$ cat src/pimu_pkg.sv
`default_nettype none

package pimu_pkg;

    // default sizes
    localparam int NUM_TASKS_DEF     = 16;
    localparam int NUM_MUTEXES_DEF   = 8;
    localparam int PRIORITY_BITS_DEF = 8;
    localparam int HOLD_BITS_DEF     = 8;

    // results per request, priority-change results stop one short of it
    localparam int MAX_RESULTS = 10;

    // stream payload widths
    localparam int IN_DATA_W  = 24;
    localparam int OUT_DATA_W = 24;

    // request opcodes
    localparam logic [1:0] OP_ACQUIRE  = 2'd0;
    localparam logic [1:0] OP_RELEASE  = 2'd1;
    localparam logic [1:0] OP_SET_BASE = 2'd2;

    // result kinds
    localparam logic [1:0] KIND_PRIO  = 2'd0;
    localparam logic [1:0] KIND_WOKEN = 2'd1;
    localparam logic [1:0] KIND_DONE  = 2'd2;

    // done status codes
    localparam logic [2:0] ST_GRANTED  = 3'd0;
    localparam logic [2:0] ST_BLOCKED  = 3'd1;
    localparam logic [2:0] ST_HELD     = 3'd2;
    localparam logic [2:0] ST_FREED    = 3'd3;
    localparam logic [2:0] ST_HANDED   = 3'd4;
    localparam logic [2:0] ST_REJECTED = 3'd5;
    localparam logic [2:0] ST_BASE_SET = 3'd6;

endpackage

`default_nettype wire

$ cat src/priority_inheritance_mutex_unit.sv
// path from the accepting cycle to the done transfer: set-base and rejected requests,
//   grants and partial releases need no scan, a blocking acquire first counts the waiters
//   queued on the mutex and then walks the owner chain mutex by mutex, and a full release
//   scans the mutexes and then the tasks, and on hand-over scans the tasks once more
// throughput: one request at a time, the next is taken once the done result is registered
// reset: rst_n asynchronous active low, all mutexes free, no task waiting, priorities zero
`default_nettype none

module priority_inheritance_mutex_unit
    import pimu_pkg::*;
#(
    parameter int NUM_TASKS     = NUM_TASKS_DEF,
    parameter int NUM_MUTEXES   = NUM_MUTEXES_DEF,
    parameter int PRIORITY_BITS = PRIORITY_BITS_DEF,
    parameter int HOLD_BITS     = HOLD_BITS_DEF
)
(
    input  wire logic                  clk,
    input  wire logic                  rst_n,
    // request stream
    input  wire logic                  s_axis_tvalid,
    output logic                       s_axis_tready,
    // opcode[1:0], task_id[5:2], mutex_id[8:6], base_priority[16:9], zero pad above
    input  wire logic [IN_DATA_W-1:0]  s_axis_tdata,
    // result stream
    output logic                       m_axis_tvalid,
    input  wire logic                  m_axis_tready,
    // kind[1:0], target_task[5:2], new_priority[13:6], status[16:14], zero pad above
    output logic [OUT_DATA_W-1:0]      m_axis_tdata,
    output logic                       m_axis_tlast
);

    localparam int TW = $clog2(NUM_TASKS);
    localparam int MW = (NUM_MUTEXES > 1) ? $clog2(NUM_MUTEXES) : 1;
    localparam int PW = PRIORITY_BITS;
    localparam int HW = HOLD_BITS;
    localparam int CW = ((TW > MW) ? TW : MW) + 1;
    localparam logic [HW-1:0] HOLD_MAX = {HW{1'b1}};
    localparam logic [3:0] CHG_LIMIT = 4'(MAX_RESULTS - 1);

    typedef enum logic [4:0] {
        S_IDLE, S_DEC, S_ACQ, S_CNT, S_CH_M, S_CH_O, S_CH_P, S_CH_E, S_CH_W,
        S_REL, S_RS_M, S_RS_T, S_RS_E, S_RK, S_RH, S_FIN, S_FIN_E
    } state_t;

    // request fields
    logic [1:0] in_op;
    logic [3:0] in_task;
    logic [2:0] in_mutex;
    logic [7:0] in_prio;
    assign in_op    = s_axis_tdata[1:0];
    assign in_task  = s_axis_tdata[5:2];
    assign in_mutex = s_axis_tdata[8:6];
    assign in_prio  = s_axis_tdata[16:9];

    // task priority table {current, base}, waiter table {mutex, rank}, mutex table {owner, hold}
    logic [2*PW-1:0]  amem [NUM_TASKS];
    logic [MW+TW-1:0] bmem [NUM_TASKS];
    logic [TW+HW-1:0] mmem [NUM_MUTEXES];

    logic [2*PW-1:0]  a_rdata_reg;
    logic             a_vld_reg;
    logic [MW+TW-1:0] b_rdata_reg;
    logic [TW+HW-1:0] m_rdata_reg;

    logic [TW-1:0]    a_raddr, a_waddr, b_raddr, b_waddr, m_wown;
    logic [MW-1:0]    m_raddr, m_waddr;
    logic             a_we, b_we, m_we;
    logic [2*PW-1:0]  a_wdata;
    logic [MW+TW-1:0] b_wdata;
    logic [HW-1:0]    m_whold;

    // control and working registers
    state_t state_reg, state_next;
    logic [1:0]  op_reg, op_next;
    logic [TW-1:0] t_reg, t_next;
    logic [3:0]  tgt_reg, tgt_next;
    logic [MW-1:0] m_reg, m_next;
    logic [PW-1:0] p_reg, p_next;
    logic        bad_t_reg, bad_t_next, bad_m_reg, bad_m_next;
    logic [2:0]  status_reg, status_next;
    logic [MW-1:0] cm_reg, cm_next;
    logic [PW-1:0] cprio_reg, cprio_next;
    logic [TW-1:0] o_reg, o_next;
    logic [NUM_MUTEXES-1:0] seen_reg, seen_next, held_reg, held_next, ov_reg, ov_next;
    logic [3:0]  chg_reg, chg_next;
    logic        emit_pend_reg, emit_pend_next;
    logic [TW-1:0] cnt_reg, cnt_next;
    logic [PW-1:0] cur_t_reg, cur_t_next, base_t_reg, base_t_next, target_reg, target_next;
    logic        bf_reg, bf_next;
    logic [TW-1:0] best_reg, best_next, brank_reg, brank_next;
    logic [PW-1:0] bcur_reg, bcur_next;
    logic [CW-1:0] sidx_reg, sidx_next;
    logic [CW-2:0] pidx_reg, pidx_next;
    logic        pend_reg, pend_next;
    logic [NUM_TASKS-1:0] wv_reg, wv_next, ainit_reg, ainit_next;

    // output register
    logic        out_valid_reg, out_valid_next;
    logic [1:0]  o_kind_reg, o_kind_next;
    logic [3:0]  o_task_reg, o_task_next;
    logic [7:0]  o_prio_reg, o_prio_next;
    logic [2:0]  o_stat_reg, o_stat_next;
    logic        o_last_reg, o_last_next;

    // read data views
    logic [PW-1:0] a_cur, a_base;
    logic [MW-1:0] b_wm;
    logic [TW-1:0] b_rank, pidx_t, m_owner;
    logic [MW-1:0] pidx_m;
    logic [HW-1:0] m_hold, hold_dec;
    logic          out_free, scan_t_issue, scan_m_issue;

    assign a_cur    = a_vld_reg ? a_rdata_reg[2*PW-1:PW] : '0;
    assign a_base   = a_vld_reg ? a_rdata_reg[PW-1:0] : '0;
    assign b_wm     = b_rdata_reg[MW+TW-1:TW];
    assign b_rank   = b_rdata_reg[TW-1:0];
    assign m_owner  = m_rdata_reg[TW+HW-1:HW];
    assign m_hold   = m_rdata_reg[HW-1:0];
    assign hold_dec = m_hold - HW'(1);
    assign pidx_t   = pidx_reg[TW-1:0];
    assign pidx_m   = pidx_reg[MW-1:0];
    assign out_free = !out_valid_reg || m_axis_tready;
    assign scan_t_issue = sidx_reg < CW'(NUM_TASKS);
    assign scan_m_issue = sidx_reg < CW'(NUM_MUTEXES);

    assign s_axis_tready = (state_reg == S_IDLE);
    assign m_axis_tvalid = out_valid_reg;
    assign m_axis_tlast  = o_last_reg;
    assign m_axis_tdata  = {7'd0, o_stat_reg, o_prio_reg, o_task_reg, o_kind_reg};

    // memories, one read and one write port each
    always_ff @(posedge clk)
    begin
        if (a_we)
        begin
            amem[a_waddr] <= a_wdata;
        end
        a_rdata_reg <= amem[a_raddr];
        a_vld_reg   <= ainit_reg[a_raddr];
    end

    always_ff @(posedge clk)
    begin
        if (b_we)
        begin
            bmem[b_waddr] <= b_wdata;
        end
        b_rdata_reg <= bmem[b_raddr];
    end

    always_ff @(posedge clk)
    begin
        if (m_we)
        begin
            mmem[m_waddr] <= {m_wown, m_whold};
        end
        m_rdata_reg <= mmem[m_raddr];
    end

    always_comb
    begin
        state_next = state_reg;
        op_next = op_reg; t_next = t_reg; tgt_next = tgt_reg; m_next = m_reg; p_next = p_reg;
        bad_t_next = bad_t_reg; bad_m_next = bad_m_reg; status_next = status_reg;
        cm_next = cm_reg; cprio_next = cprio_reg; o_next = o_reg; seen_next = seen_reg;
        held_next = held_reg; ov_next = ov_reg; chg_next = chg_reg;
        emit_pend_next = emit_pend_reg; cnt_next = cnt_reg; cur_t_next = cur_t_reg;
        base_t_next = base_t_reg; target_next = target_reg; bf_next = bf_reg;
        best_next = best_reg; brank_next = brank_reg; bcur_next = bcur_reg;
        sidx_next = sidx_reg; pidx_next = pidx_reg; pend_next = pend_reg;
        wv_next = wv_reg; ainit_next = ainit_reg;

        out_valid_next = out_valid_reg && !m_axis_tready;
        o_kind_next = o_kind_reg; o_task_next = o_task_reg; o_prio_next = o_prio_reg;
        o_stat_next = o_stat_reg; o_last_next = o_last_reg;

        // reads default to the requester and its mutex
        a_raddr = t_reg; b_raddr = t_reg; m_raddr = m_reg;
        a_we = 1'b0; a_waddr = t_reg; a_wdata = '0;
        b_we = 1'b0; b_waddr = t_reg; b_wdata = '0;
        m_we = 1'b0; m_waddr = m_reg; m_wown = t_reg; m_whold = '0;

        case (state_reg)
            S_IDLE:
            begin
                if (s_axis_tvalid)
                begin
                    op_next    = in_op;
                    tgt_next   = in_task;
                    t_next     = TW'(in_task);
                    m_next     = MW'(in_mutex);
                    p_next     = PW'(in_prio);
                    bad_t_next = 32'(in_task) >= NUM_TASKS;
                    bad_m_next = 32'(in_mutex) >= NUM_MUTEXES;
                    chg_next   = '0;
                    state_next = S_DEC;
                end
            end
            S_DEC:
            begin
                state_next = S_FIN;
                if (bad_t_reg)
                begin
                    status_next = ST_REJECTED;
                end
                else if (op_reg == OP_SET_BASE)
                begin
                    a_we = 1'b1;
                    a_wdata = {p_reg, p_reg};
                    ainit_next[t_reg] = 1'b1;
                    status_next = ST_BASE_SET;
                end
                else if (bad_m_reg || (op_reg != OP_ACQUIRE && op_reg != OP_RELEASE))
                begin
                    status_next = ST_REJECTED;
                end
                else if (op_reg == OP_ACQUIRE)
                begin
                    if (wv_reg[t_reg])
                    begin
                        status_next = ST_BLOCKED;
                    end
                    else if (!ov_reg[m_reg])
                    begin
                        m_we = 1'b1;
                        m_whold = HW'(1);
                        ov_next[m_reg] = 1'b1;
                        status_next = ST_GRANTED;
                    end
                    else
                    begin
                        state_next = S_ACQ;
                    end
                end
                else if (!ov_reg[m_reg])
                begin
                    status_next = ST_REJECTED;
                end
                else
                begin
                    state_next = S_REL;
                end
            end
            S_ACQ:
            begin
                if (m_owner == t_reg)
                begin
                    // recursive acquire, count saturates
                    m_we = 1'b1;
                    if (m_hold == '0)
                    begin
                        m_whold = HW'(1);
                    end
                    else if (m_hold != HOLD_MAX)
                    begin
                        m_whold = m_hold + HW'(1);
                    end
                    else
                    begin
                        m_whold = m_hold;
                    end
                    status_next = ST_GRANTED;
                    state_next  = S_FIN;
                end
                else
                begin
                    cprio_next  = a_cur;
                    cnt_next    = '0;
                    sidx_next   = '0;
                    pend_next   = 1'b0;
                    status_next = ST_BLOCKED;
                    state_next  = S_CNT;
                end
            end
            S_CNT:
            begin
                // count waiters already queued on this mutex
                b_raddr   = sidx_reg[TW-1:0];
                pend_next = scan_t_issue;
                pidx_next = sidx_reg[CW-2:0];
                if (scan_t_issue)
                begin
                    sidx_next = sidx_reg + CW'(1);
                end
                if (pend_reg && wv_reg[pidx_t] && b_wm == m_reg)
                begin
                    cnt_next = cnt_reg + TW'(1);
                end
                if (!scan_t_issue && !pend_reg)
                begin
                    b_we = 1'b1;
                    b_wdata = {m_reg, cnt_reg};
                    wv_next[t_reg] = 1'b1;
                    cm_next   = m_reg;
                    seen_next = '0;
                    state_next = S_CH_M;
                end
            end
            S_CH_M:
            begin
                m_raddr = cm_reg;
                if (seen_reg[cm_reg] || !ov_reg[cm_reg])
                begin
                    state_next = S_FIN;
                end
                else
                begin
                    seen_next[cm_reg] = 1'b1;
                    state_next = S_CH_O;
                end
            end
            S_CH_O:
            begin
                o_next  = m_owner;
                a_raddr = m_owner;
                state_next = S_CH_P;
            end
            S_CH_P:
            begin
                emit_pend_next = 1'b0;
                if (a_cur < cprio_reg)
                begin
                    a_we = 1'b1;
                    a_waddr = o_reg;
                    a_wdata = {cprio_reg, a_base};
                    ainit_next[o_reg] = 1'b1;
                    emit_pend_next = chg_reg < CHG_LIMIT;
                end
                else
                begin
                    cprio_next = a_cur;
                end
                state_next = S_CH_E;
            end
            S_CH_E:
            begin
                b_raddr = o_reg;
                if (!emit_pend_reg || out_free)
                begin
                    if (emit_pend_reg)
                    begin
                        out_valid_next = 1'b1;
                        o_kind_next = KIND_PRIO;
                        o_task_next = 4'(o_reg);
                        o_prio_next = 8'(cprio_reg);
                        o_stat_next = '0;
                        o_last_next = 1'b0;
                        chg_next = chg_reg + 4'd1;
                    end
                    emit_pend_next = 1'b0;
                    state_next = wv_reg[o_reg] ? S_CH_W : S_FIN;
                end
            end
            S_CH_W:
            begin
                cm_next = b_wm;
                state_next = S_CH_M;
            end
            S_REL:
            begin
                cur_t_next  = a_cur;
                base_t_next = a_base;
                target_next = a_base;
                held_next   = '0;
                sidx_next   = '0;
                pend_next   = 1'b0;
                if (m_owner != t_reg)
                begin
                    status_next = ST_REJECTED;
                    state_next  = S_FIN;
                end
                else if (m_hold != '0 && hold_dec != '0)
                begin
                    m_we = 1'b1;
                    m_whold = hold_dec;
                    status_next = ST_HELD;
                    state_next  = S_FIN;
                end
                else
                begin
                    state_next = S_RS_M;
                end
            end
            S_RS_M:
            begin
                // mark the other mutexes this task owns
                m_raddr   = sidx_reg[MW-1:0];
                pend_next = scan_m_issue;
                pidx_next = sidx_reg[CW-2:0];
                if (scan_m_issue)
                begin
                    sidx_next = sidx_reg + CW'(1);
                end
                if (pend_reg)
                begin
                    held_next[pidx_m] = ov_reg[pidx_m] && m_owner == t_reg && pidx_m != m_reg;
                end
                if (!scan_m_issue && !pend_reg)
                begin
                    sidx_next  = '0;
                    bf_next    = 1'b0;
                    state_next = S_RS_T;
                end
            end
            S_RS_T:
            begin
                // restore target and best waiter in one pass over the tasks
                a_raddr   = sidx_reg[TW-1:0];
                b_raddr   = sidx_reg[TW-1:0];
                pend_next = scan_t_issue;
                pidx_next = sidx_reg[CW-2:0];
                if (scan_t_issue)
                begin
                    sidx_next = sidx_reg + CW'(1);
                end
                if (pend_reg && wv_reg[pidx_t])
                begin
                    if (held_reg[b_wm] && a_cur > target_reg)
                    begin
                        target_next = a_cur;
                    end
                    if (b_wm == m_reg && (!bf_reg || a_cur > bcur_reg ||
                        (a_cur == bcur_reg && b_rank < brank_reg)))
                    begin
                        bf_next    = 1'b1;
                        best_next  = pidx_t;
                        bcur_next  = a_cur;
                        brank_next = b_rank;
                    end
                end
                if (!scan_t_issue && !pend_reg)
                begin
                    state_next = S_RS_E;
                end
            end
            S_RS_E:
            begin
                if (cur_t_reg == target_reg || out_free)
                begin
                    if (cur_t_reg != target_reg)
                    begin
                        a_we = 1'b1;
                        a_wdata = {target_reg, base_t_reg};
                        ainit_next[t_reg] = 1'b1;
                        out_valid_next = 1'b1;
                        o_kind_next = KIND_PRIO;
                        o_task_next = tgt_reg;
                        o_prio_next = 8'(target_reg);
                        o_stat_next = '0;
                        o_last_next = 1'b0;
                    end
                    sidx_next = '0;
                    pend_next = 1'b0;
                    if (bf_reg)
                    begin
                        state_next = S_RK;
                    end
                    else
                    begin
                        m_we = 1'b1;
                        m_wown = '0;
                        ov_next[m_reg] = 1'b0;
                        status_next = ST_FREED;
                        state_next  = S_FIN;
                    end
                end
            end
            S_RK:
            begin
                // close the gap the new owner leaves in the queue
                b_raddr   = sidx_reg[TW-1:0];
                pend_next = scan_t_issue;
                pidx_next = sidx_reg[CW-2:0];
                if (scan_t_issue)
                begin
                    sidx_next = sidx_reg + CW'(1);
                end
                if (pend_reg && wv_reg[pidx_t] && b_wm == m_reg && b_rank > brank_reg)
                begin
                    b_we = 1'b1;
                    b_waddr = pidx_t;
                    b_wdata = {b_wm, b_rank - TW'(1)};
                end
                if (!scan_t_issue && !pend_reg)
                begin
                    state_next = S_RH;
                end
            end
            S_RH:
            begin
                if (out_free)
                begin
                    wv_next[best_reg] = 1'b0;
                    b_we = 1'b1;
                    b_waddr = best_reg;
                    b_wdata = '0;
                    m_we = 1'b1;
                    m_wown = best_reg;
                    out_valid_next = 1'b1;
                    o_kind_next = KIND_WOKEN;
                    o_task_next = 4'(best_reg);
                    o_prio_next = 8'(bcur_reg);
                    o_stat_next = '0;
                    o_last_next = 1'b0;
                    status_next = ST_HANDED;
                    state_next  = S_FIN;
                end
            end
            S_FIN:
            begin
                state_next = S_FIN_E;
            end
            S_FIN_E:
            begin
                if (out_free)
                begin
                    out_valid_next = 1'b1;
                    o_kind_next = KIND_DONE;
                    o_task_next = tgt_reg;
                    o_prio_next = bad_t_reg ? 8'd0 : 8'(a_cur);
                    o_stat_next = status_reg;
                    o_last_next = 1'b1;
                    state_next  = S_IDLE;
                end
            end
            default:
            begin
                state_next = S_IDLE;
            end
        endcase
    end

    always_ff @(posedge clk or negedge rst_n)
    begin
        if (!rst_n)
        begin
            state_reg     <= S_IDLE;
            ov_reg        <= '0;
            wv_reg        <= '0;
            ainit_reg     <= '0;
            out_valid_reg <= 1'b0;
            pend_reg      <= 1'b0;
            emit_pend_reg <= 1'b0;
            chg_reg       <= '0;
        end
        else
        begin
            state_reg     <= state_next;
            ov_reg        <= ov_next;
            wv_reg        <= wv_next;
            ainit_reg     <= ainit_next;
            out_valid_reg <= out_valid_next;
            pend_reg      <= pend_next;
            emit_pend_reg <= emit_pend_next;
            chg_reg       <= chg_next;
        end
    end

    // payload and working registers
    always_ff @(posedge clk)
    begin
        op_reg <= op_next; t_reg <= t_next; tgt_reg <= tgt_next; m_reg <= m_next;
        p_reg <= p_next; bad_t_reg <= bad_t_next; bad_m_reg <= bad_m_next;
        status_reg <= status_next; cm_reg <= cm_next; cprio_reg <= cprio_next;
        o_reg <= o_next; seen_reg <= seen_next; held_reg <= held_next;
        cnt_reg <= cnt_next; cur_t_reg <= cur_t_next; base_t_reg <= base_t_next;
        target_reg <= target_next; bf_reg <= bf_next; best_reg <= best_next;
        brank_reg <= brank_next; bcur_reg <= bcur_next; sidx_reg <= sidx_next;
        pidx_reg <= pidx_next;
        o_kind_reg <= o_kind_next; o_task_reg <= o_task_next; o_prio_reg <= o_prio_next;
        o_stat_reg <= o_stat_next; o_last_reg <= o_last_next;
    end

`ifndef ASSERT_OFF
    // the done result is the only one marked last
    assert property (@(posedge clk) disable iff (!rst_n)
        m_axis_tvalid |-> (m_axis_tlast == (m_axis_tdata[1:0] == KIND_DONE)))
        else $error("last flag does not match result kind");

    // the chain never reports more changes than the result budget allows
    assert property (@(posedge clk) disable iff (!rst_n)
        chg_reg <= CHG_LIMIT)
        else $error("priority change results over budget");

    // a new request is only taken once the previous done transfer is registered
    assert property (@(posedge clk) disable iff (!rst_n)
        (state_reg == S_FIN_E && state_next == S_IDLE) |=> (m_axis_tvalid && m_axis_tlast))
        else $error("done result missing at end of request");
`endif

endmodule

`default_nettype wire

$ cat config.mk
export PLATFORM = sky130hd
export DESIGN_NAME = priority_inheritance_mutex_unit
export DESIGN_NICKNAME = d
export VERILOG_FILES = /design/src/pimu_pkg.sv /design/src/priority_inheritance_mutex_unit.sv
export SDC_FILE = /design/constraint.sdc
export NUM_CORES = 1
export LEC_CHECK = 0
export ABC_CLOCK_PERIOD_IN_PS = 7710
export BUFFER_PORTS_ARGS = -buffer_cell sky130_fd_sc_hd__buf_2
export CORE_MARGIN = 5
export CORE_UTILIZATION = 40
export CTS_BUF_LIST = sky130_fd_sc_hd__clkbuf_16
export DETAILED_ROUTE_END_ITERATION = 10
export PLACE_DENSITY_LB_ADDON = 0.3
export SYNTH_ARGS = -nofsm -noshare
export SYNTH_HDL_FRONTEND = slang
export SYNTH_SLANG_ARGS = --single-unit
$ cat constraint.sdc
create_clock -name clk -period 7.71 [get_ports clk]
set_clock_uncertainty 0.15 [all_clocks]
set_input_delay 1.542 -clock clk [delete_from_list [all_inputs] [get_ports clk]]
set_output_delay 1.542 -clock clk [all_outputs]
set_load 0.02 [all_outputs]
# --- After elaboration in Yosys (flattened, before gate mapping) ---
# Memory sizes are Yosys's and may differ from the RTL's. A register that Yosys moved wholly into a read port is not among the register bits.
# Cells that the tools add are included.
word_totals:
  regBits: 176
  ram_bits: 464
  out_inout_bits: 27
  elab_cells: 426
  n_memories: 3
classes:
  addsub: 6
  n_lt_le_gt_ge: 23
  n_eq_ne: 58
  n_mux: 217
  bitwise_logic: 9
  n_reduce_logical: 76
memory_table:
  columns: ["name", "depth", "word_bits", "read_ports", "rd_clocked_by_memory_dff", "write_ports", "line", "text"]
  rows:
  - ["amem", 16, 16, 1, 1, 1, "priority_inheritance_mutex_unit.sv:57", "logic [2*PW-1:0] amem [NUM_TASKS];"]
  - ["bmem", 16, 7, 1, 1, 1, "priority_inheritance_mutex_unit.sv:58", "logic [MW+TW-1:0] bmem [NUM_TASKS];"]
  - ["mmem", 8, 12, 1, 1, 1, "priority_inheritance_mutex_unit.sv:59", "logic [TW+HW-1:0] mmem [NUM_MUTEXES];"]
ops:
  columns: ["operator", "n"]
  rows:
  - ["$mux W8", 27]
  - ["$mux W16", 10]
  - ["$pmux W16 S3", 2]
  - ["$mux W5", 17]
  - ["$pmux W5 S17", 1]
  - ["$mux W4", 21]
  - ["$pmux W8 S2", 5]
  - ["$mux W3", 22]
  - ["$mux W1", 62]
  - ["$ne A2 B2 Y1 const B", 27]
  - ["$or A16 B16 Y16", 3]
  - ["$pmux W4 S2", 6]
  - ["$eq A5 B4 Y1 const B", 8]
  - ["$pmux W16 S2", 1]
  - ["$pmux W8 S4", 1]
  - ["$lt A4 B5 Y1 const B", 5]
  - ["$pmux W5 S5", 1]
  - ["$pmux W8 S3", 1]
  - ["$reduce_bool A2 Y1", 12]
  - ["$reduce_and A3 Y1", 7]
  - ["$eq A5 B3 Y1 const B", 4]
  - ["$logic_and A1 B1 Y1", 19]
  - ["$and A16 B16 Y16", 1]
  - ["$bmux W1 S4", 4]
  - ["67 further kinds", 122]

# --- Depth between registers and ports, before layout ---
# Gate-level depths: netlist (run 1).
depth:
  word_depth: 11
  mapped_depth: 12

# --- Worst setup path after synthesis (run 1) ---
# No wires, ideal clock.
synth_path:
  path_kind: "input to register"
  startpoint: "in m_axis_tready"
  endpoint: "mem mmem[0][0] in the netlist's numbering, enable pin"
  setup_time_ns: 0.412
  t_arrival_ns: 3.611
  t_required_ns: 7.148
  path_slack_ns: 3.537
  path_stages: 7
  path_buffers: 2
  path_cell_list: "nor2b_1 > clkbuf_1 > a21oi_1 > a22oi_1 > and3_1 > buf_2 > nor4_1"
synth_via:
  elab_chain_cells: 6
  elab_cells_between_ends: 7
  classes_between: "5 x mux; 2 x reduce/logical"
synth_rtl:
  columns: ["item", "line", "text"]
  rows:
  - ["start: declaration", "priority_inheritance_mutex_unit.sv:27", "input wire logic m_axis_tready,"]
  - ["$logic_or A1 B1 Y1 *", "priority_inheritance_mutex_unit.sv:123", "assign out_free = !out_valid_reg || m_axis_tready;"]
  - ["$logic_or A1 B1 Y1", "priority_inheritance_mutex_unit.sv:439", "if (cur_t_reg == target_reg || out_free)"]
  - ["$mux W1", "priority_inheritance_mutex_unit.sv:439", null]
  - ["$pmux W1 S5 *", "priority_inheritance_mutex_unit.sv:184", "case (state_reg)"]
  - ["$mux W1 *", "priority_inheritance_mutex_unit.sv:154", "if (m_we)"]
  - ["$mux W1 (implied by the code) *", "priority_inheritance_mutex_unit.sv:156", "mmem[m_waddr] <= {m_wown, m_whold};"]
  - ["end: declaration", "priority_inheritance_mutex_unit.sv:59", null]
# Mark *: on every way between the ends. The rest lies on a longest branch, timed or not.

# --- Worst setup path after layout (run 1) ---
layout_path:
  startpoint: "reg state_reg[2]"
  endpoint: "mem amem[10][9] in the netlist's numbering, enable pin"
layout_via:
  elab_chain_cells: 4
  elab_cells_between_ends: 7
  classes_between: "3 x eq/ne; 4 x mux"
layout_rtl:
  columns: ["item", "line", "text"]
  rows:
  - ["start: declaration", "priority_inheritance_mutex_unit.sv:74", "state_t state_reg, state_next;"]
  - ["start signal: assignment", "priority_inheritance_mutex_unit.sv:549", "state_reg <= state_next;"]
  - ["$eq A5 B4 Y1, or another cell as far along", "priority_inheritance_mutex_unit.sv:184", null]
  - ["$pmux W1 S3", "priority_inheritance_mutex_unit.sv:184", null]
  - ["$mux W1", "priority_inheritance_mutex_unit.sv:135", "if (a_we)"]
  - ["$mux W1 (implied by the code)", "priority_inheritance_mutex_unit.sv:137", "amem[a_waddr] <= a_wdata;"]
  - ["end: declaration", "priority_inheritance_mutex_unit.sv:57", null]
# Several ways; a longest one is shown, not always the timed one.

==> results of run 1 <==
-- synth_stat cells (9+ instances only) --
library cell	n	area share
a211o_1	9	0.0026
a211oi_1	56	0.014
a21o_1	10	0.0025
a21oi_1	78	0.013
a221o_1	35	0.012
a22o_1	13	0.0038
a22oi_1	25	0.0062
a31oi_1	55	0.011
a32oi_1	22	0.0064
and2_0	27	0.0056
and2_1	41	0.0085
and3_1	23	0.0048
buf_2	30	0.0050
buf_4	13	0.0032
clkbuf_1	94	0.012
dfrtp_1	52	0.043
dfxtp_1	36	0.024
edfxtp_1	586	0.59
ha_1	35	0.015
inv_1	71	0.0089
mux2_2	39	0.015
mux2i_1	154	0.051
mux4_2	13	0.0097
nand2_1	252	0.031
nand2b_1	19	0.0040
nand3_1	28	0.0047
nand4_1	12	0.0025
nor2_1	114	0.014
nor2b_1	18	0.0037
nor3_1	31	0.0052
nor4_1	11	0.0023
o21ai_0	60	0.010
o21bai_1	9	0.0022
o221ai_1	10	0.0029
o22ai_1	19	0.0040
o32ai_1	17	0.0050
or2_2	10	0.0021
or3_1	11	0.0023
xor2_1	22	0.0064
-- power groups by stage --
| stage | logic, µW | clock network, µW | registers, µW |
|---|---|---|---|
| 6_report | 3730 | 3250 | 5030 |
| 5_1_grt | 4060 | 3480 | 5080 |
| 4_1_cts | 3730 | 3320 | 5020 |
| 3_5_place_dp | 3700 | 0 | 5090 |
| 3_3_place_gp | 3630 | 0 | 5080 |
| 2_1_floorplan | 2710 | 0 | 4900 |
-- kinds of logic (layout without fill, tap and decap cells) --
group,Yosys count,in the layout,share of synthesized area
other,1,9,0.000125
multiplexers,207,207,0.0762
XOR/XNOR,30,30,0.00874
flip-flops,674,674,0.653
AND/OR/NAND/NOR,639,639,0.103
adder cells (fa/ha/maj),35,35,0.0146
AO/OA/AOI/OAI,479,479,0.114
buffers and inverters,217,299,0.0305
-- final timing paths --
path / from / slack [ns] / to / cells after the start
max: state_reg[2]$_DFFE_PN0P_ / 2.66 / amem[10][9]$_DFFE_PP_ / 7
min: ainit_reg[15]$_DFFE_PN0P_ / 0.33 / ainit_reg[15]$_DFFE_PN0P_ / 1
max reg2reg: state_reg[2]$_DFFE_PN0P_ / 2.66 / amem[10][9]$_DFFE_PP_ / 7
min reg2reg: ainit_reg[15]$_DFFE_PN0P_ / 0.33 / ainit_reg[15]$_DFFE_PN0P_ / 1
max in group asynchronous: rst_n / 5.96 / ainit_reg[1]$_DFFE_PN0P_ / 2
min in group asynchronous: rst_n / 0.93 / asynchronous set/reset pin / 2
-- metal layers --
layer  GRT usage  part of all wire  up-vias
met5           0           0.00017        -
met4      0.0520             0.023        2
met3      0.0345             0.073      120
met2       0.296              0.47      768
met1       0.252              0.43     9638
li1            -                 -     8769
-- final cells by class --
type	count	share of cell area
Antenna cell	2	0.000148
Clock buffer	72	0.0534
Clock inverter	56	0.0121
Inverter	71	0.00790
Multi-Input combinational cell	1397	0.289
Sequential cell	674	0.582
Tap cell	969	0.0360
Timing Repair Buffer	100	0.0197
-- stage by stage --
step                hold WS [ns]  total power, µW  std cells  area, µm²
floorplan                  0.271             7620       2288      30100
detailed placement         0.314             8800       3211      31500
global route               0.340            12600       3339      33700
CTS                        0.328            12100       3339      33700
finish                     0.328            12000       3341      33700
global placement           0.300             8710       3211      31500
==> results.yml, run 1 <==
worst_setup_path:
  cp_top_family: "simple AND/OR/NAND/NOR gates"
  worstPathArrival_ns: 5.11
  critPathCaptureType: "flip-flop"
  critPathMaxStageDelay_ns: 0.92
  critPathLaunchType: "flip-flop"
  path_buf_inv: 1
  path_class: "flip-flop to flip-flop"
  worstPathCellList: "nand2b_1, or3_1, or3_1, o21bai_1, buf_4, and3b_1, a21o_1"
  crit_path_frequent_cell: "or3_1"
  critPathSlowestCell: "a21o_1"
  critPathMaxFanout: 29
  required_ns: 7.77
die:
  row_count: 100
  io_pins: 55
  die_w_um: 284
  dieArea_um2: 80700
  die_h_um: 284
  start_util: 0.404
  core_area_um2: 74400
route:
  vias: 19297
  vias_per_cell: 5.78
  drt_iter0_markers: 1671
  ant_nets: 0
  drc: 0
  dr.pass1.iters: 6
  wl_per_cell_um: 22.6
  drt-total-wl_mm: 75.7
timing:
  hold_viol_final: 0
  setup_viol: 0
  fin_tns_setup_ns: 0
  fmax_ghz: 0.198
  fin_ws_ns: 2.66
  rsz0062_at_grt: "no"
  final.min_clock_period_ns: 5.05
  slew_headroom: 0.168
  fin_crit_sh: 0.655
  worst_slew_pin_slew_ns: 1.24
  drv_slew: 0
clock_tree:
  post-cts-setup-buffers: 0
  root_buffer: "clkbuf_16"
  htree_levels: 3
  cts_inserted_buffers: 70
  cts.sink_count: 674
  path_clk_slew_ns: 0.07
  cts.repair.resized: 0
  cts_tree: "done"
  clockBufferDepth: 3
  cts_hold_buf: 0
  worstSkewPairLatency_ns: 0.61
global_routing:
  antenna_found_initial: 3
  grt_max_degree: 75
  first_global_vias: 18725
  overflow: 0
  grt_usage: 0.182
  grt_pass1_wl_mm: 114
place:
  place.detailed.hpwl_mm: 47.4
  pre_cts_slack_ns: 2.78
  gp_congestion: 0.881
  io_buffers: 40
synth:
  synthCells: 2282
  synth-edff-count: 586
  ys_ff_latch: 674
  yosysUniqueCellTypes: 80
  yosys_most_used_dff: "edfxtp_1"
  syn_area_per_cell_um2: 13.2
  ys_seq_area_frac: 0.653
  synth_warnings: 0
  synthArstFlopShare: 0.0772
  syn_area_um2: 30000
layout:
  layout_common_cells: "edfxtp_1 (586), nand2_1 (251), mux2i_1 (154)"
  largest_reg_flops: 256
  syn_to_final_growth_pct: 12.2
  regArea_um2: 19600
  layout_commonest_cell: "edfxtp_1"
  reg.largest.list: "amem: 256 flops, bmem: 112 flops, mmem: 96 flops"
  final_nets: 2377
  drive_above_1_share: 0.123
  max_flop_register: "amem"
  multi_input_area_um2: 9740
  fin_util: 0.453
  fill_cells: 6519
power_and_ir_drop:
  intPower_uw: 7880
  p_sw_frac: 0.344
  clock_power_share: 0.270
  power_frac_seq: 0.419
  cellPowerDensity_nw_per_um2: 356
  switching_power_uw: 4130
  ir_worst_vdd_v: 0.000182
  p_comb_frac: 0.311
  leakagePower_uw: 0.0121
hold_path:
  min_path_type: "flip-flop to flip-flop"
flow_run:
  drv_cap: 0
run_status:
  status: "complete, no violations"
Note: power is estimated with default switching activity, not from simulation.
==> inputs of run 2 (changes only) <==
Settings changed: ABC_CLOCK_PERIOD_IN_PS 7710 to 4580.
Clock period 7.71 ns to 4.58 ns, I/O delays scaled along.
==> run 2 against run 1 <==
- worst hold slack worse by 0.044 ns
- fmax up 21%
- die area unchanged
- via count up 1.1%
- total power up 68%
- first-iteration DRC count up 18%
- setup slack worse by 2.3 ns
- clock power up 61%
- sequential power up 69%
==> results.yml, run 2 (synthesized netlist as in run 1, its figures left out) <==
route:
  drt-total-wl_mm: 75.8
  ant_nets: 0
  dr.pass1.iters: 6
  drt_iter0_markers: 1977
  vias_per_cell: 5.79
  drc: 0
  wl_per_cell_um: 22.5
  vias: 19504
timing:
  fin_ws_ns: 0.395
  fin_tns_setup_ns: 0
  fin_crit_sh: 0.914
  drv_slew: 0
  final.min_clock_period_ns: 4.19
  slew_headroom: 0.147
  rsz0062_at_grt: "no"
  fmax_ghz: 0.239
  setup_viol: 0
  worst_slew_pin_slew_ns: 1.28
  hold_viol_final: 0
power_and_ir_drop:
  power_frac_seq: 0.420
  p_comb_frac: 0.320
  cellPowerDensity_nw_per_um2: 596
  ir_worst_vdd_v: 0.000294
  leakagePower_uw: 0.0123
  intPower_uw: 13100
  switching_power_uw: 7040
  clock_power_share: 0.260
  p_sw_frac: 0.349
clock_tree:
  path_clk_slew_ns: 0.06
  cts.repair.resized: 0
  root_buffer: "clkbuf_16"
  cts.sink_count: 674
  clockBufferDepth: 3
  post-cts-setup-buffers: 0
  htree_levels: 3
  worstSkewPairLatency_ns: 0.61
  cts_hold_buf: 0
  cts_inserted_buffers: 70
  cts_tree: "done"
layout:
  layout_commonest_cell: "edfxtp_1"
  drive_above_1_share: 0.138
  syn_to_final_growth_pct: 12.7
  layout_common_cells: "edfxtp_1 (586), nand2_1 (251), mux2i_1 (154)"
  max_flop_register: "amem"
  fill_cells: 6582
  regArea_um2: 19600
  largest_reg_flops: 256
  multi_input_area_um2: 9690
  reg.largest.list: "amem: 256 flops, bmem: 112 flops, mmem: 96 flops"
  final_nets: 2409
place:
  io_buffers: 40
  gp_congestion: 0.917
  place.detailed.hpwl_mm: 49.2
  pre_cts_slack_ns: 0.463
worst_setup_path:
  path_class: "flip-flop to flip-flop"
  path_buf_inv: 0
  critPathMaxFanout: 12
  cp_top_family: "simple AND/OR/NAND/NOR gates"
  worstPathArrival_ns: 4.24
  critPathLaunchType: "flip-flop"
  critPathMaxStageDelay_ns: 1.01
  worstPathCellList: "mux4_2, mux4_2, nor3_1, a22oi_1, and3_1, nor2_1"
  crit_path_frequent_cell: "mux4_2"
  critPathSlowestCell: "nor2_1"
  required_ns: 4.63
  critPathCaptureType: "flip-flop"
die:
  io_pins: 55
  core_area_um2: 74400
  die_w_um: 284
  start_util: 0.404
  dieArea_um2: 80700
  die_h_um: 284
  row_count: 100
global_routing:
  first_global_vias: 19306
  grt_pass1_wl_mm: 116
  overflow: 0
  grt_max_degree: 60
  grt_usage: 0.183
  antenna_found_initial: 2
flow_run:
  drv_cap: 0
run_status:
  status: "complete, no violations"
hold_path:
  min_path_type: "primary input to asynchronous set/reset pin"
-- run 2: changes by cell type in the layout (fill, tap and decap cells not counted), moves of 2 or more --
cell / before / now
clkinv_4: 0 / 2
clkinvlp_4: 2 / 5
inv_1: 90 / 85
buf_12: 1 / 6
o22ai_2: 6 / 11
bufinv_16: 6 / 2
o22ai_4: 5 / 0
clkinv_1: 20 / 16
clkinv_2: 5 / 11
buf_4: 59 / 86
-- run 2: metal layers --
| layer | wire length [µm] | global-route usage | up-vias |
|---|---|---|---|
| met1 | 32900 | 0.255 | 9763 |
| met4 | 2300 | 0.0593 | 2 |
| met2 | 34700 | 0.287 | 741 |
| met3 | 5930 | 0.0435 | 150 |
| met5 | 17 | 0 | - |
| li1 | - | - | 8848 |
-- run 2: per-stage QoR --
| step | std cells | instance area [µm²] | total power (µW) | util | hold slack (ns) |
|---|---|---|---|---|---|
| 2_1_floorplan | 2288 | 30100 | 12800 | - | 0.271 |
| 3_3_place_gp | 3243 | 31800 | 14800 | 0.427 | 0.300 |
| 3_5_place_dp | 3243 | 31800 | 15000 | 0.427 | 0.304 |
| 4_1_cts | 3368 | 33900 | 20200 | 0.455 | 0.296 |
| 5_1_grt | 3368 | 33900 | 21200 | 0.455 | 0.308 |
| 6_report | 3369 | 33900 | 20200 | 0.455 | 0.284 |
-- run 2: cell type report --
| cell class | instances | share of cell area |
|---|---|---|
| Clock inverter | 54 | 0.00983 |
| Timing Repair Buffer | 132 | 0.0285 |
| Inverter | 71 | 0.00787 |
| Clock buffer | 71 | 0.0525 |
| Sequential cell | 674 | 0.579 |
| Antenna cell | 1 | 0.0000739 |
| Multi-Input combinational cell | 1397 | 0.286 |
| Tap cell | 969 | 0.0358 |
-- run 2: final timing paths --
check / slack (ns) / cells after the start / from / to
min in group clk: 0.32 / 1 / ainit_reg[11]$_DFFE_PN0P_ / ainit_reg[11]$_DFFE_PN0P_
setup reg to reg: 0.39 / 6 / tgt_reg[0]$_DFFE_PP_ / mmem[5][7]$_DFFE_PP_
hold / removal: 0.28 / 2 / rst_n / asynchronous set/reset pin
hold reg to reg: 0.32 / 1 / ainit_reg[11]$_DFFE_PN0P_ / ainit_reg[11]$_DFFE_PN0P_
setup / recovery: 0.39 / 6 / tgt_reg[0]$_DFFE_PP_ / mmem[5][7]$_DFFE_PP_
max in group asynchronous: 3.43 / 2 / rst_n / ainit_reg[3]$_DFFE_PN0P_
-- run 2: power groups by stage --
stage	registers (µW)	logic, µW	clock network, µW
CTS	8460	6430	5340
global placement	8560	6240	0
global route	8560	7000	5620
finish	8480	6450	5240
detailed placement	8580	6390	0
floorplan	8250	4570	0
